[src/sv/mhc_pkg.sv]
// Shared types and constants of the mining header cursor.
package mhc_pkg;

  localparam int COUNTER_BYTES = 8;
  localparam int CNT_W         = 8 * COUNTER_BYTES;
  localparam int CFG_IDX_W     = 3;
  localparam int CFG_DATA_W    = 32;

  typedef enum logic [CFG_IDX_W-1:0] {
    CFG_ROLL_MASK        = 3'd0,
    CFG_HOST_ROLLS_VER   = 3'd1,
    CFG_HOST_ROLLS_EXTRA = 3'd2,
    CFG_JOB_SLOT_COUNT   = 3'd3,
    CFG_HOST_BIT_LIMIT   = 3'd4,
    CFG_EXTRANONCE_LEN   = 3'd5
  } cfg_index_e;

  typedef struct packed {
    logic        action;
    logic [7:0]  step_count;
  } in_item_t;

  typedef struct packed {
    logic [30:0] window_index;
    logic [63:0] extranonce_value;
    logic [31:0] window_total;
    logic [31:0] host_mask;
    logic [31:0] chip_mask;
    logic [31:0] host_bits;
    logic        overflowed;
  } out_item_t;

  typedef struct packed {
    logic [31:0] roll_mask;
    logic        host_rolls_version;
    logic        host_rolls_extranonce;
    logic [3:0]  job_slot_count;
    logic [4:0]  host_bit_limit;
    logic [3:0]  extranonce_length;
  } cfg_t;

  typedef struct packed {
    logic        clear;
    logic [7:0]  steps;
  } cmd_t;

endpackage

[src/sv/mining_header_cursor_top.sv]
// Top level of the mining header cursor: configuration registers and the two halves.
//
// Input side is a queue: drive in_item_i and raise push while full is low to hand
// over an item (action: advance, or clear then advance; step_count: steps to apply).
// Result side is a queue too: while empty is low, out_item_o holds the oldest
// result; raise pop to take it. Every item yields exactly one result item.
// Configuration: write register cfg_index_i with cfg_data_i by raising cfg_we_i
// for one cycle; write only while no item is in flight.
// From push to empty going low, an item passes the mask scan, the advance
// steps and the bit placement pass of the back-end sequencer, in that order.
// One item is worked on at a time.
// A two-entry command queue takes items while the sequencer is busy; a held
// result does not stop the sequencer, which waits only when it has a second
// result ready and the first is still not taken.
// Reset clears cursor index, extranonce2 counter, both queues and loads the
// register defaults.
module mining_header_cursor_top
  import mhc_pkg::*;
(
  input  logic                 clk_i,
  input  logic                 rst_ni,
  input  logic                 push,
  output logic                 full,
  input  in_item_t             in_item_i,
  output logic                 empty,
  input  logic                 pop,
  output out_item_t            out_item_o,
  input  logic                 cfg_we_i,
  input  logic [CFG_IDX_W-1:0] cfg_index_i,
  input  logic [CFG_DATA_W-1:0] cfg_data_i
);

  cfg_t cfg_q;
  logic cmd_valid;
  logic cmd_ready;
  cmd_t cmd;

  always_ff @(posedge clk_i or negedge rst_ni) begin
    if (!rst_ni) begin
      cfg_q.roll_mask             <= 32'd0;
      cfg_q.host_rolls_version    <= 1'b0;
      cfg_q.host_rolls_extranonce <= 1'b1;
      cfg_q.job_slot_count        <= 4'd1;
      cfg_q.host_bit_limit        <= 5'd10;
      cfg_q.extranonce_length     <= 4'd4;
    end else if (cfg_we_i) begin
      unique case (cfg_index_i)
        CFG_ROLL_MASK:        cfg_q.roll_mask             <= cfg_data_i;
        CFG_HOST_ROLLS_VER:   cfg_q.host_rolls_version    <= cfg_data_i[0];
        CFG_HOST_ROLLS_EXTRA: cfg_q.host_rolls_extranonce <= cfg_data_i[0];
        CFG_JOB_SLOT_COUNT:   cfg_q.job_slot_count        <= cfg_data_i[3:0];
        CFG_HOST_BIT_LIMIT:   cfg_q.host_bit_limit        <= cfg_data_i[4:0];
        CFG_EXTRANONCE_LEN:   cfg_q.extranonce_length     <= cfg_data_i[3:0];
        default: ;
      endcase
    end
  end

  mhc_front u_front (
    .clk_i       (clk_i),
    .rst_ni      (rst_ni),
    .push_i      (push),
    .item_i      (in_item_i),
    .full_o      (full),
    .cmd_valid_o (cmd_valid),
    .cmd_o       (cmd),
    .cmd_ready_i (cmd_ready)
  );

  mhc_back u_back (
    .clk_i       (clk_i),
    .rst_ni      (rst_ni),
    .cfg_i       (cfg_q),
    .cmd_valid_i (cmd_valid),
    .cmd_i       (cmd),
    .cmd_ready_o (cmd_ready),
    .empty_o     (empty),
    .item_o      (out_item_o),
    .pop_i       (pop)
  );

endmodule

[src/sv/mhc_front.sv]
// Front end: accepts items, classifies them into commands, two-entry command queue.
module mhc_front
  import mhc_pkg::*;
(
  input  logic     clk_i,
  input  logic     rst_ni,
  input  logic     push_i,
  input  in_item_t item_i,
  output logic     full_o,
  output logic     cmd_valid_o,
  output cmd_t     cmd_o,
  input  logic     cmd_ready_i
);

  cmd_t       slot_q [2];
  logic       wr_ptr_q, wr_ptr_d;
  logic       rd_ptr_q, rd_ptr_d;
  logic [1:0] count_q, count_d;
  logic       wr_en, rd_en;
  cmd_t       cmd_in;

  assign cmd_in.clear = item_i.action;
  assign cmd_in.steps = item_i.step_count;

  assign full_o      = (count_q == 2'd2);
  assign cmd_valid_o = (count_q != 2'd0);
  assign cmd_o       = slot_q[rd_ptr_q];
  assign wr_en       = push_i && !full_o;
  assign rd_en       = cmd_valid_o && cmd_ready_i;

  always_comb begin
    wr_ptr_d = wr_en ? ~wr_ptr_q : wr_ptr_q;
    rd_ptr_d = rd_en ? ~rd_ptr_q : rd_ptr_q;
    count_d  = count_q;
    case ({wr_en, rd_en})
      2'b10:   count_d = count_q + 2'd1;
      2'b01:   count_d = count_q - 2'd1;
      default: count_d = count_q;
    endcase
  end

  always_ff @(posedge clk_i or negedge rst_ni) begin
    if (!rst_ni) begin
      wr_ptr_q <= 1'b0;
      rd_ptr_q <= 1'b0;
      count_q  <= 2'd0;
    end else begin
      wr_ptr_q <= wr_ptr_d;
      rd_ptr_q <= rd_ptr_d;
      count_q  <= count_d;
    end
  end

  always_ff @(posedge clk_i) begin
    if (wr_en) begin
      slot_q[wr_ptr_q] <= cmd_in;
    end
  end

endmodule

[src/sv/mhc_back.sv]
// Back end: sequencer that scans the mask, applies advance steps and builds the result item.
module mhc_back
  import mhc_pkg::*;
(
  input  logic      clk_i,
  input  logic      rst_ni,
  input  cfg_t      cfg_i,
  input  logic      cmd_valid_i,
  input  cmd_t      cmd_i,
  output logic      cmd_ready_o,
  output logic      empty_o,
  output out_item_t item_o,
  input  logic      pop_i
);

  typedef enum logic [2:0] {
    ST_IDLE,
    ST_SCAN,
    ST_STEP,
    ST_PLACE,
    ST_DONE
  } state_e;

  state_e           state_q;
  logic [30:0]      idx_q;
  logic [CNT_W-1:0] cnt_q;
  logic [7:0]       steps_q;
  logic [4:0]       bit_q;
  logic [4:0]       k_q;
  logic [31:0]      hmask_q;
  logic [30:0]      shreg_q;
  logic [31:0]      hbits_q;
  logic             out_valid_q;
  out_item_t        out_q;

  logic [4:0]       limit;
  logic [31:0]      total;
  logic [30:0]      total_mask;
  logic [31:0]      idx_inc;
  logic [30:0]      idx_out;
  logic             ovf;
  logic             out_load;
  out_item_t        out_d;

  assign limit      = (cfg_i.host_rolls_version && (cfg_i.job_slot_count > 4'd1))
                      ? cfg_i.host_bit_limit : 5'd0;
  assign total      = 32'd1 << k_q;
  assign total_mask = 31'(total - 32'd1);
  assign idx_inc    = {1'b0, idx_q & total_mask} + 32'd1;
  assign idx_out    = cfg_i.host_rolls_version ? (idx_q & total_mask) : '0;

  always_comb begin
    ovf = 1'b0;
    for (int i = 0; i < COUNTER_BYTES; i++) begin
      if ((4'(i) >= cfg_i.extranonce_length) && (cnt_q[8*i +: 8] != 8'd0)) begin
        ovf = 1'b1;
      end
    end
  end

  always_comb begin
    out_d.window_index     = idx_out;
    out_d.extranonce_value = cfg_i.host_rolls_extranonce ? 64'(cnt_q) : 64'd0;
    out_d.window_total     = total;
    out_d.host_mask        = hmask_q;
    out_d.chip_mask        = cfg_i.roll_mask & ~hmask_q;
    out_d.host_bits        = hbits_q;
    out_d.overflowed       = ovf;
  end

  assign cmd_ready_o = (state_q == ST_IDLE);
  assign out_load    = (state_q == ST_DONE) && (!out_valid_q || pop_i);
  assign empty_o     = !out_valid_q;
  assign item_o      = out_q;

  always_ff @(posedge clk_i or negedge rst_ni) begin
    if (!rst_ni) begin
      state_q     <= ST_IDLE;
      idx_q       <= '0;
      cnt_q       <= '0;
      steps_q     <= '0;
      bit_q       <= '0;
      k_q         <= '0;
      hmask_q     <= '0;
      shreg_q     <= '0;
      hbits_q     <= '0;
      out_valid_q <= 1'b0;
      out_q       <= '0;
    end else begin
      if (out_load) begin
        out_valid_q <= 1'b1;
        out_q       <= out_d;
      end else if (pop_i) begin
        out_valid_q <= 1'b0;
      end
      unique case (state_q)
        ST_IDLE: begin
          if (cmd_valid_i) begin
            if (cmd_i.clear) begin
              idx_q <= '0;
              cnt_q <= '0;
            end
            steps_q <= cmd_i.steps;
            bit_q   <= '0;
            k_q     <= '0;
            hmask_q <= '0;
            state_q <= ST_SCAN;
          end
        end
        ST_SCAN: begin
          if (cfg_i.roll_mask[bit_q] && (k_q < limit)) begin
            hmask_q[bit_q] <= 1'b1;
            k_q            <= k_q + 5'd1;
          end
          if (bit_q == 5'd31) begin
            state_q <= ST_STEP;
          end
          bit_q <= bit_q + 5'd1;
        end
        ST_STEP: begin
          if (steps_q != 8'd0) begin
            steps_q <= steps_q - 8'd1;
            if (idx_inc == total) begin
              idx_q <= '0;
              if (cfg_i.host_rolls_extranonce) begin
                cnt_q <= cnt_q + CNT_W'(1);
              end
            end else begin
              idx_q <= idx_inc[30:0];
            end
          end else begin
            shreg_q <= idx_out;
            hbits_q <= '0;
            bit_q   <= '0;
            state_q <= ST_PLACE;
          end
        end
        ST_PLACE: begin
          if (hmask_q[bit_q]) begin
            hbits_q[bit_q] <= shreg_q[0];
            shreg_q        <= shreg_q >> 1;
          end
          if (bit_q == 5'd31) begin
            state_q <= ST_DONE;
          end
          bit_q <= bit_q + 5'd1;
        end
        ST_DONE: begin
          if (out_load) begin
            state_q <= ST_IDLE;
          end
        end
        default: state_q <= ST_IDLE;
      endcase
    end
  end

endmodule
[config.mk]
export PLATFORM = sky130hd
export DESIGN_NAME = mining_header_cursor_top
export DESIGN_NICKNAME = d
export VERILOG_FILES = /design/src/sv/mhc_pkg.sv /design/src/sv/mining_header_cursor_top.sv /design/src/sv/mhc_front.sv /design/src/sv/mhc_back.sv
export SDC_FILE = /design/constraint.sdc
export NUM_CORES = 1
export LEC_CHECK = 0
export BUFFER_PORTS_ARGS = -buffer_cell sky130_fd_sc_hd__buf_2
export CORE_UTILIZATION = 50
export CTS_BUF_LIST = sky130_fd_sc_hd__clkbuf_16
export DETAILED_ROUTE_END_ITERATION = 10
export PLACE_DENSITY = 0.74
export SYNTH_ARGS = -nofsm -noshare
export SYNTH_HDL_FRONTEND = slang
export SYNTH_SLANG_ARGS = --single-unit
[constraint.sdc]
create_clock -name clk_i -period 12.4 [get_ports clk_i]
set_input_delay 1.86 -clock clk_i [delete_from_list [all_inputs] [get_ports clk_i]]
set_output_delay 1.86 -clock clk_i [all_outputs]
set_load 0.02 [all_outputs]
# Word-level counts from Yosys, hierarchy flattened

Memory sizes are Yosys's and may differ from the RTL's.
Cells that the tools add are included.

Shift operators: 1
$lt $le $gt $ge: 12
Bitwise gates (word level): 6
Equal/unequal tests: 25
Reduce and logical (&&, ||, !) cells: 49
Multiplexer cells: 57
$add $sub $neg: 8

Operators with widths:

| cell                  | number |
|---|---|
| $mux 64               | 6 |
| $mux 31               | 7 |
| $mux 32               | 4 |
| $pmux 32 s2           | 2 |
| $pmux 64 s2           | 1 |
| $pmux 31 s2           | 2 |
| $reduce_bool 8->1     | 9 |
| $add 64x1->64 const B | 1 |
| $add 31x1->32 const B | 1 |
| $and 32x32->32        | 1 |
| $bwmux 32             | 1 |
| $eq 32x32->1          | 1 |
| $not 32->32           | 1 |
| $or 32x32->32         | 1 |
| $shl 1x5->32 const A  | 1 |
| $and 31x31->31        | 1 |
| $sub 31x1->31 const B | 1 |
| $mux 5                | 4 |
| $ge 3x4->1 const A    | 4 |
| $mux 8                | 2 |
| $ne 2x1->1 const B    | 8 |
| $pmux 8 s2            | 1 |
| $mux 1                | 15 |
| $mux 3                | 5 |
| other kinds (36)      | 78 |

Word-level logic and storage cells: 185
Bits in registers: 487
Memories kept: 1
Output and inout port bits: 226
RAM bits: 18
Input bits: 49

Memories:

| name           | depth | width | rd ports | clocked after memory_dff | write ports | line            | text |
|---|---|---|---|---|---|---|---|
| u_front.slot_q | 2     | 9     | 1        | 0                        | 1           | mhc_front.sv:15 | `cmd_t slot_q [2];` |

# Logic depth before layout (Yosys ltp)

Gate-level depths: netlist of run 1.

Depth in word-level cells: 10
Depth in mapped cells: 24
Gate-level depth less buffers: 19

# Cells and area by module

From an unflattened synthesis of run 1, not the netlist that was laid out.

Cell total of the unflattened synthesis: 2,539
Area, all modules: 25,007.7 sq um

By module, submodules not included:

| module                   | area each (sq um) | times used | cells an instance | seq. area each (sq um) |
|---|---|---|---|---|
| mhc_back                 | 22,342.7          | 1          | 2,390             | 10,910.5 |
| mining_header_cursor_top | 1,819.2           | 1          | 103               | 1,182.4 |
| mhc_front                | 845.8             | 1          | 46                | 640.6 |

# Worst setup path before layout of run 1

OpenSTA, ideal clock, no wires.

Path kind: reg2reg
From: reg u_back.k_q[1]
To: reg u_back.cnt_q[36]
Arrival: 5.422 ns
Library setup time: 0.132 ns
Setup slack: 6.847 ns
Path buffers: 4
Data required time: 12.268 ns
Cell stages (with the launch flop): 23
Clock period less this slack: 5.553 ns
Cells stage by stage: dfrtp_1 inv_1 ha_1 buf_2 clkbuf_1 nor2b_1 nand2_1 ha_1 nor4b_1 a311o_1 a2111oi_4 nand4_1 or3_4 nor4_2 nand4_1 xnor2_1 and2_1 or4b_1 buf_2 buf_6 or4_4 xor2_1 nor2_1

Cells in the longest elaborated chain, start to end: 7

RTL lines:

| element                               | line            | text |
|---|---|---|
| start: declaration                    | mhc_back.sv:29  | `logic [4:0] k_q;` |
| start signal: assignment              | mhc_back.sv:113 | `k_q <= k_q + 5'd1;` |
| $shl 1x5->32 (*)                      | mhc_back.sv:47  | `assign total = 32'd1 << k_q;` |
| $sub 31x1->31                         | mhc_back.sv:48  | `assign total_mask = 31'(total - 32'd1);` |
| $and 31x31->31                        | mhc_back.sv:49  | `assign idx_inc = {1'b0, idx_q & total_mask} + 32'd1;` |
| $add 31x1->32                         | mhc_back.sv:49  |  |
| $eq 32x32->1 (*)                      | mhc_back.sv:123 | `if (idx_inc == total) begin` |
| $ne 2x1->1 (no source line) (*)       | n/a             |  |
| $reduce_and 6->1 (no source line) (*) | n/a             |  |
| end signal: assignment                | mhc_back.sv:126 | `cnt_q <= cnt_q + CNT_W'(1);` |
| end: declaration                      | mhc_back.sv:26  | `logic [CNT_W-1:0] cnt_q;` |

Every way passes the cells marked *; elsewhere a longest branch is shown, timed or not.
A chain may end at the register's enable or synchronous reset.

# Worst setup path in the final report of run 1

From: reg u_back.k_q[1]
To: reg u_back.idx_q[4]

Cells in the longest elaborated chain, start to end: 8

RTL lines:

| element                | line            | text |
|---|---|---|
| $shl 1x5->32 (*)       | mhc_back.sv:47  |  |
| $sub 31x1->31          | mhc_back.sv:48  |  |
| $and 31x31->31         | mhc_back.sv:49  |  |
| $add 31x1->32          | mhc_back.sv:49  |  |
| $eq 32x32->1           | mhc_back.sv:123 |  |
| $mux 31 (*)            | mhc_back.sv:123 |  |
| $mux 31 (*)            | mhc_back.sv:121 | `if (steps_q != 8'd0) begin` |
| $pmux 31 s2 (*)        | mhc_back.sv:96  | `unique case (state_q)` |
| end signal: assignment | mhc_back.sv:129 | `idx_q <= idx_inc[30:0];` |
| end: declaration       | mhc_back.sv:25  | `logic [30:0] idx_q;` |

Every way passes the cells marked *; elsewhere a longest branch is shown, timed or not. The select of a mux whose other input is x is not followed.

==> results of run 1 <==
flip-flops by register name, summed over array words and instances, names as in the netlist, 2 cells and up:
signal and count:
u_back.steps_q 8, u_back.state_q 3, u_back.hmask_q 32, u_front.count_q 2, u_front.slot_q 18, u_back.shreg_q 31
u_back.cnt_q 64, cfg_q 46, u_back.hbits_q 32, u_back.bit_q 5, u_back.k_q 5, u_back.item_o 224
u_back.idx_q 31
report_power, final:
part | switching [mW] | total (mW) | internal [mW]
Clock | 0.684 | 1.49 | 0.805
Combinational | 0.796 | 1.22 | 0.425
Sequential | 0.189 | 1.98 | 1.79
Total | 1.67 | 4.69 | 3.02
cells by family after synthesis:
logic type                 Yosys count  share of synthesized area (%)
and+or+nand+nor                   1041                           20.5
muxes                              165                           8.05
xor gates and xnor gates           108                           3.77
buffers and inverters              200                           3.47
adders and majority gates           22                           1.10
DFF                                504                           50.7
AOI/OAI and AO/OA                  515                           12.5
synth_stat cells (11+ instances only):
cell type / number
a22o_1: 33
o21a_1: 11
nand2_1: 414
mux2i_1: 25
clkbuf_1: 129
or4_1: 15
ha_1: 22
a31oi_1: 13
a21oi_1: 92
mux4_2: 16
nand3_1: 92
nor3_1: 25
and2_1: 19
nor2_1: 204
mux2_2: 123
dfrtp_1: 482
nor2b_1: 19
o21ai_0: 247
edfxtp_1: 18
nor4_1: 27
xor2_1: 50
o31ai_1: 11
nand4_1: 57
buf_2: 16
and3_1: 41
inv_1: 28
xnor2_1: 58
nand2b_1: 48
nor4_2: 13
stage by stage:
stage	util, %	hold WS (ns)	instance area, um^2
6_report	57.7	0.458	28400
5_1_grt	57.7	0.489	28400
4_1_cts	57.7	0.460	28400
3_5_place_dp	54.4	0.451	26800
3_3_place_gp	54.4	0.445	26800
2_1_floorplan	-	0.428	25100
worst max path at each step:
stage | start | end | slack (ns) | depth (start not counted)
global route | u_back.k_q[1] | u_back.idx_q[15] | 4.37 | 19
global placement | u_back.k_q[1] | u_back.idx_q[4] | 5.45 | 19
CTS | u_back.k_q[1] | u_back.idx_q[5] | 4.94 | 19
floorplan | u_back.k_q[1] | u_back.cnt_q[36] | 6.85 | 22
finish | u_back.k_q[1] | u_back.idx_q[4] | 4.84 | 19
detailed placement | u_back.k_q[1] | u_back.idx_q[9] | 5.00 | 19
routing by layer:
metal,track usage (%),vias to the layer above
met5,0,-
met1,39.4,10100
met3,6.44,116
met2,44.6,850
li1,-,9354
met4,7.04,2
final cells by class:
cell class	count	area share, %
clock buffers	53	4.66
clock inverters	45	1.06
inverters	29	0.383
multi-input cells	1851	40.6
flip-flops and latches	504	44.7
well taps	664	2.92
repair buffers	299	5.65
==> impl_metrics.toml, run 1 <==
[clock_tree]
clock_path_buffers = 3
cts_tree = "yes"
cts_root_buf = "clkbuf_16"
postCtsSetupBuffers = 0
cts_sinks = 504
ctsHoldBuffers = 0
cts.reportedPaths.clkPinSlew_ns = 0.06
htree_levels = 2
clk_latency_ns = 0.63
cts_made_buffers = 53
post_cts_resized = 0

[global_route]
grt_pass1_vias = 19800
grt.overflow.total = 0
grt_pass1_wl_um = 113000
antenna_found_initial = 1
grt_max_degree = 237
track_usage_pct = 28.3

[detailed_routing]
vias = 20400
wl_met3_um = 5480
met1_length_um = 31700
first_iter_violations = 1980
drt-total-wl_um = 72200
viasPerCell = 5.92
wl_met2_um = 33700
firstDrtPassIters = 6
routed.top_layer = "met5"
wl_per_cell_um = 21.0
drc_errors = 0
ant_nets = 0

[floorplanning]
rows = 81
num_io_pins = 275
initial_core_util_pct = 50.9
die_y_um = 226
die_w_um = 226
die_area_mm2 = 0.0511
core_mm2 = 0.0493

[placement]
post-place-ws_ns = 5.00
gp_congestion = 0.955
port_buffers = 274
place_inst = 3347
dpl.hpwl_um = 50200

[setup_path]
critPathArrivalTime_ns = 8.04
path_delay_family = "simple AND/OR/NAND/NOR gates"
cp_cell_sequence = "inv_1 -> ha_1 -> nor2b_1 -> nand2_1 -> ha_1 -> o21ai_1 -> o21a_1 -> mux2i_1 -> nand4_1 -> or3_4 -> nor4_2 -> nand4_1 -> xnor2_1 -> and2_1 -> or4b_1 -> nor2_1 -> a211oi_2 -> buf_4 -> a22o_1"
path_max_fanout = 31
crit_path_end_kind = "register"
cpPeakStageDelay_ns = 1.04
worstSetupPathType = "reg -> reg"
r2r_setup_slack_ns = 4.84
cp.required_ns = 12.88
reg2reg_from = "u_back.k_q[1]"
worstReg2RegEnd = "u_back.idx_q[4]"
crit_slowest_cell = "or4b_1"
worst-path-buf-inv = 2
reg2regPathDepth = 19
critPathLaunchType = "register"

[sta]
setup_violations = 0
drv_slew = 0
timing.fmax_ghz = 0.132
rsz0062_at_grt = "false"
worst_pin_slew_ns = 1.35
fin_worst_skew_ns = 0.0406
relSlewSlack_pct = 9.11
post-route-period-util_pct = 60.9
finalSetupTns_ns = 0
setup_slack_ns = 4.84
finalCriticalPeriod_ns = 7.56
finalHoldViolations = 0

[hold_path]
hold_class = "reg -> reg"
worstHoldPathCells = 1
hp-start = "cfg_q[3]"
hold_end = "u_back.item_o[0]"

[pwr]
p_leak_nw = 13.2
vdd.ir_drop.worst_mv = 0.130
power.density_mw_per_mm2 = 165
total_power_mw = 4.69

[yosys]
syn-cell-area_mm2 = 0.0251
netlist.area_leader.share_pct = 48.1
ys.flop_type = "dfrtp_1"
synth-edff-count = 18
yosysTopAreaCell = "dfrtp_1"
synth-seq-cells = 504
yosysUniqueCellTypes = 100
synth_area_leaders = "dfrtp_1 (48%), nand2_1 (6.2%), mux2_2 (5.5%), o21ai_0 (4.9%), nor2_1 (3.1%)"
ys_async_sr_fraction_pct = 96.4
synth_warnings = 0
synth.avg_cell_area_um2 = 9.82
synth_cells = 2555
ys_seq_area_share_pct = 50.7
synthesis.nets = 2626

[cells_and_area]
drive_gt1_share_pct = 20.6
regArea_mm2 = 0.0127
layout_commonest_cell = "dfrtp_1"
multi_input_area_mm2 = 0.0116
mostFrequentLayoutCells = "dfrtp_1 (482), nand2_1 (414), buf_2 (273)"
fill_cells = 4276
stdcell_count = 3445
syn2layout_area_growth_pct = 13.4
num_antenna_cells = 0
finish.net_count = 2809

[status]
outcome = "finished, final reports clean"

[run]
cap_violations = 0
Power figures use the tool's default switching activity.
==> inputs of run 2 (changes only) <==
==> constraint.sdc (replaced) <==
create_clock -name clk_i -period 7.7 [get_ports clk_i]
set_input_delay 1.155 -clock clk_i [delete_from_list [all_inputs] [get_ports clk_i]]
set_output_delay 1.155 -clock clk_i [all_outputs]
set_load 0.02 [all_outputs]
==> run 2 against run 1 <==
  * Wire length increased by 0.91%
  * Via count decreased by 0.24%
  * Core utilization increased by 0.40 points
  * Worst setup slack got worse by 4.1 ns
  * Final cell count increased by 0.23%
  * Critical endpoint is now u_back.idx_q[11]
  * Non-clock buffer count increased by 11
  * Combinational power increased by 63%
  * Clock skew decreased by 0.013 ns
  * Sequential power increased by 61%
  * Global-route usage increased by 0.41 points
  * Final area increased by 0.70%
==> impl_metrics.toml, run 2 (same netlist as run 1, synthesis figures left out) <==
[floorplanning]
rows = 81
die_area_mm2 = 0.0511
core_mm2 = 0.0493
initial_core_util_pct = 50.9
num_io_pins = 275
die_w_um = 226
die_y_um = 226

[clock_tree]
cts_tree = "yes"
clock_path_buffers = 3
postCtsSetupBuffers = 0
cts_made_buffers = 53
clk_latency_ns = 0.63
cts_root_buf = "clkbuf_16"
htree_levels = 2
cts.reportedPaths.clkPinSlew_ns = 0.06
ctsHoldBuffers = 0
post_cts_resized = 0
cts_sinks = 504

[sta]
finalHoldViolations = 0
hold_slack_ns = 0.452
relSlewSlack_pct = 24.5
finalSetupTns_ns = 0
rsz0062_at_grt = "false"
setup_violations = 0
drv_slew = 0
fin_worst_skew_ns = 0.0279
timing.fmax_ghz = 0.144
finalCriticalPeriod_ns = 6.92
worst_pin_slew_ns = 1.13
post-route-period-util_pct = 89.9

[setup_path]
cp.required_ns = 8.20
reg2reg_from = "u_back.k_q[2]"
reg2regPathDepth = 18
worstReg2RegEnd = "u_back.idx_q[11]"
startpoint = "u_back.k_q[2]"
worstSetupPathType = "reg -> reg"
cp_cell_sequence = "buf_4 -> nor2b_1 -> nand2_1 -> ha_1 -> o21ai_1 -> o21a_1 -> mux2i_1 -> and3_1 -> nand3_1 -> nor4b_4 -> nand4_1 -> xnor2_1 -> xor2_1 -> nand3_1 -> nor2_1 -> a211oi_2 -> buf_4 -> a22o_1"
path_max_fanout = 31
crit_path_end_kind = "register"
critPathArrivalTime_ns = 7.43
r2r_setup_slack_ns = 0.78
cpPeakStageDelay_ns = 0.80
critPathLaunchType = "register"
crit_slowest_cell = "mux2i_1"

[global_route]
track_usage_pct = 28.7
grt.overflow.total = 0
grt_max_degree = 230
grt_pass1_vias = 19700
grt_pass1_wl_um = 114000
antenna_found_initial = 4

[status]
outcome = "finished, final reports clean"

[pwr]
seq_power_share_pct = 41.1
clockPowerShare_pct = 33.3
power_frac_comb_pct = 25.6
swShare_pct = 34.7
vdd.ir_drop.worst_mv = 0.204
power.density_mw_per_mm2 = 271
p_int_mw = 5.07
p_leak_nw = 13.3
power_switching_mw = 2.69

[cells_and_area]
mostFrequentLayoutCells = "dfrtp_1 (482), nand2_1 (414), buf_2 (273)"
syn2layout_area_growth_pct = 14.2
layout_commonest_cell = "dfrtp_1"
finish.net_count = 2820
largest_reg_flops = 224
drive_gt1_share_pct = 20.9
num_antenna_cells = 0

[detailed_routing]
drt-total-wl_um = 72900
first_iter_violations = 1723
wl_per_cell_um = 21.1
drc_errors = 0
firstDrtPassIters = 6
viasPerCell = 5.90
vias = 20400
ant_nets = 0

[hold_path]
hp-start = "cfg_q[3]"
worstHoldPathCells = 1
hold_end = "u_back.item_o[0]"
hold_class = "reg -> reg"

[placement]
port_buffers = 274
dpl.hpwl_um = 51400
gp_congestion = 0.988

[run]
cap_violations = 0
[run 2: worst max-delay path, delay by kind of cell (launching register included)]
kind	cells	cell delay [ns]
xor+xnor	2	0.49
mux	1	0.80
fa+ha+maj	1	0.31
simple gates	8	2.92
compound gates	4	0.87
flops	1	0.67
buf+inv	2	0.69
[run 2: metal layers]
layer	track usage [%]	wire [um]
met5	0	50
met4	8.14	1680
met2	45.3	34000
met3	4.84	4660
met1	40.6	32500
[run 2: power groups by stage]
stage	logic [mW]	registers, mW	clock network, mW
6_report	1.99	3.19	2.58
5_1_grt	2.14	3.22	2.72
4_1_cts	1.97	3.18	2.62
3_5_place_dp	1.95	3.23	0
3_3_place_gp	1.92	3.21	0
2_1_floorplan	1.51	3.05	0
[run 2: cell type report]
class	count	area, um^2
Clock buffer	53	1330
Tap cell	664	831
Fill cell	4254	20600
Timing Repair Buffer	310	1690
Clock inverter	42	415
Inverter	29	109
Sequential cell	504	12700
Multi-Input combinational cell	1851	11600
[run 2: through the flow]
| stage | area (um^2) | utilization (%) | std cells | setup WS (ns) | power (mW) |
|---|---|---|---|---|---|
| after global routing | 28600 | 58.1 | 3453 | 0.283 | 8.08 |
| after floorplan | 25100 | - | 2555 | 2.15 | 4.56 |
| after CTS | 28600 | 58.1 | 3453 | 0.904 | 7.77 |
| after detailed placement | 26900 | 54.6 | 3358 | 0.919 | 5.18 |
| final | 28600 | 58.1 | 3453 | 0.776 | 7.76 |
| after global placement | 26900 | 54.6 | 3358 | 1.18 | 5.13 |
[run 2: how the worst max path moves through the flow]
stage / to / slack [ns] / cells past startpoint
final: u_back.idx_q[11] / 0.78 / 18
after global routing: u_back.idx_q[11] / 0.28 / 18
after CTS: u_back.idx_q[11] / 0.90 / 18
after detailed placement: u_back.idx_q[11] / 0.92 / 18
after global placement: u_back.idx_q[9] / 1.18 / 19
after floorplan: u_back.cnt_q[36] / 2.15 / 22
==> inputs of run 3 (changes only) <==
--- a/config.mk
+++ b/config.mk
@@ -6,10 +6,10 @@
 export NUM_CORES = 1
 export LEC_CHECK = 0
 export BUFFER_PORTS_ARGS = -buffer_cell sky130_fd_sc_hd__buf_2
-export CORE_UTILIZATION = 50
+export CORE_UTILIZATION = 30
 export CTS_BUF_LIST = sky130_fd_sc_hd__clkbuf_16
 export DETAILED_ROUTE_END_ITERATION = 10
-export PLACE_DENSITY = 0.74
+export PLACE_DENSITY = 0.5
 export SYNTH_ARGS = -nofsm -noshare
 export SYNTH_HDL_FRONTEND = slang
 export SYNTH_SLANG_ARGS = --single-unit
==> run 3 against run 2 <==
  * Power grew 4.7%
  * Non-clock buffer count rose by 2
  * Sequential power down 2%
  * Clock power increased by 14%
  * Critical path type unchanged
==> impl_metrics.toml, run 3 (same netlist as run 1, synthesis figures left out) <==
[cells_and_area]
mostFrequentLayoutCells = "dfrtp_1 (482), nand2_1 (414), buf_2 (273)"
largest_reg_flops = 224
layout_commonest_cell = "dfrtp_1"
drive_gt1_share_pct = 21.4
syn2layout_area_growth_pct = 17.5
num_antenna_cells = 0
final_cell_area_mm2 = 0.0295
fill_cells = 8323
finish.net_count = 2829

[pwr]
p_leak_nw = 13.4
power.density_mw_per_mm2 = 276
swShare_pct = 34.7
clockPowerShare_pct = 36.0
p_int_mw = 5.30
power_frac_comb_pct = 25.4
seq_power_share_pct = 38.6
total_power_mw = 8.12
vdd.ir_drop.worst_mv = 0.199
power_switching_mw = 2.82

[setup_path]
critPathArrivalTime_ns = 7.41
cp.required_ns = 8.21
worstReg2RegEnd = "u_back.cnt_q[16]"
path_max_fanout = 50
reg2regPathDepth = 17
critPathLaunchType = "register"
reg2reg_from = "u_back.k_q[2]"
crit_path_end_kind = "register"
worstSetupPathType = "reg -> reg"
r2r_setup_slack_ns = 0.81

[hold_path]
hold_end = "u_back.item_o[0]"
worstHoldPathCells = 1
hp-start = "cfg_q[3]"
hold_class = "reg -> reg"

[clock_tree]
cts_root_buf = "clkbuf_16"
ctsHoldBuffers = 0
cts_made_buffers = 60
htree_levels = 2
clk_latency_ns = 0.65
postCtsSetupBuffers = 0
clock_path_buffers = 3
post_cts_resized = 0
cts_tree = "yes"
cts_sinks = 504
cts.reportedPaths.clkPinSlew_ns = 0.06

[detailed_routing]
firstDrtPassIters = 5
ant_nets = 0
wl_per_cell_um = 20.7
drc_errors = 0
first_iter_violations = 1405
vias = 20000
drt-total-wl_um = 80100
viasPerCell = 5.17

[sta]
hold_slack_ns = 0.461
setup_violations = 0
setup_slack_ns = 0.805
post-route-period-util_pct = 89.5
worst_pin_slew_ns = 1.09
drv_slew = 0
rsz0062_at_grt = "false"
finalSetupTns_ns = 0
finalHoldViolations = 0
relSlewSlack_pct = 25.0
fin_worst_skew_ns = 0.0558
timing.fmax_ghz = 0.145
finalCriticalPeriod_ns = 6.89

[global_route]
track_usage_pct = 18.7
grt_max_degree = 211
grt_pass1_wl_um = 125000
antenna_found_initial = 3
grt_pass1_vias = 20300
grt.overflow.total = 0

[placement]
dpl.hpwl_um = 56600
port_buffers = 274
gp_congestion = 0.903
post-place-ws_ns = 0.995
dpl_cell_area_mm2 = 0.0274

[run]
cap_violations = 0

[floorplanning]
num_io_pins = 275
die_y_um = 291
die_area_mm2 = 0.0848
die_w_um = 291
core_mm2 = 0.0824
rows = 105
initial_core_util_pct = 30.4

[status]
outcome = "finished, final reports clean"
-- run 3: changes by cell type in the layout (fill, tap and decap cells not counted), sizes merged --
cell | before | now
buf | 310 | 312
bufinv | 7 | 9
clkbuf | 53 | 60
clkinv | 20 | 22
clkinvlp | 1 | 2
inv | 43 | 46
-- run 3: metrics by stage --
stage | std cells | utilization [%]
after floorplan | 2555 | -
after global placement | 3766 | 33.3
after detailed placement | 3766 | 33.3
after CTS | 3876 | 35.8
after global routing | 3876 | 35.8
final | 3876 | 35.8
-- run 3: worst max-delay path by stage --
| stage | from | end | cells after the start |
|---|---|---|---|
| CTS | u_back.k_q[2] | u_back.cnt_q[16] | 16 |
| floorplan | u_back.k_q[1] | u_back.cnt_q[36] | 22 |
| global placement | u_back.k_q[0] | u_back.cnt_q[20] | 17 |
| global route | u_back.k_q[1] | u_back.cnt_q[16] | 18 |
| finish | u_back.k_q[2] | u_back.cnt_q[16] | 17 |
| detailed placement | u_back.k_q[2] | u_back.cnt_q[16] | 16 |
-- run 3: power by group through the flow --
stage / Sequential, mW / Combinational (mW) / Clock [mW]
floorplan: 3.05 / 1.51 / 0
CTS: 3.14 / 2.07 / 3.01
global route: 3.17 / 2.26 / 3.11
global placement: 3.17 / 2.05 / 0
finish: 3.14 / 2.06 / 2.93
detailed placement: 3.19 / 2.06 / 0
-- run 3: final cells by class --
cell class / instances / area (um^2) / share of cell area [%]
multi-input combinational: 1851 / 11600 / 39.3
tap: 1070 / 1340 / 4.54
inverter: 29 / 109 / 0.370
timing repair buffer: 312 / 1720 / 5.83
clock buffer: 60 / 1500 / 5.10
sequential: 504 / 12700 / 43.1
clock inverter: 50 / 518 / 1.76
-- run 3: critical path, stage by stage (launching register included) --
cell and delay (ns):
dfrtp_1 0.38, buf_4 0.30, nor2b_1 0.50, nand2_1 0.18
ha_1 0.30, o21ai_1 0.19, o21a_1 0.27, mux2i_1 0.92
and4_1 0.45, o2111ai_1 0.23, xnor2_1 0.21, a22oi_1 0.25
nand4_1 0.16, a2111o_1 0.50, or4_1 1.01, or4_1 0.65
xor2_1 0.17, nor2_1 0.06
-- run 3: routing by layer --
layer	routed length [um]	track usage, %
met1	36500	25.3
met2	37900	30.9
met3	3840	3.04
met4	1820	4.83
met5	31	0
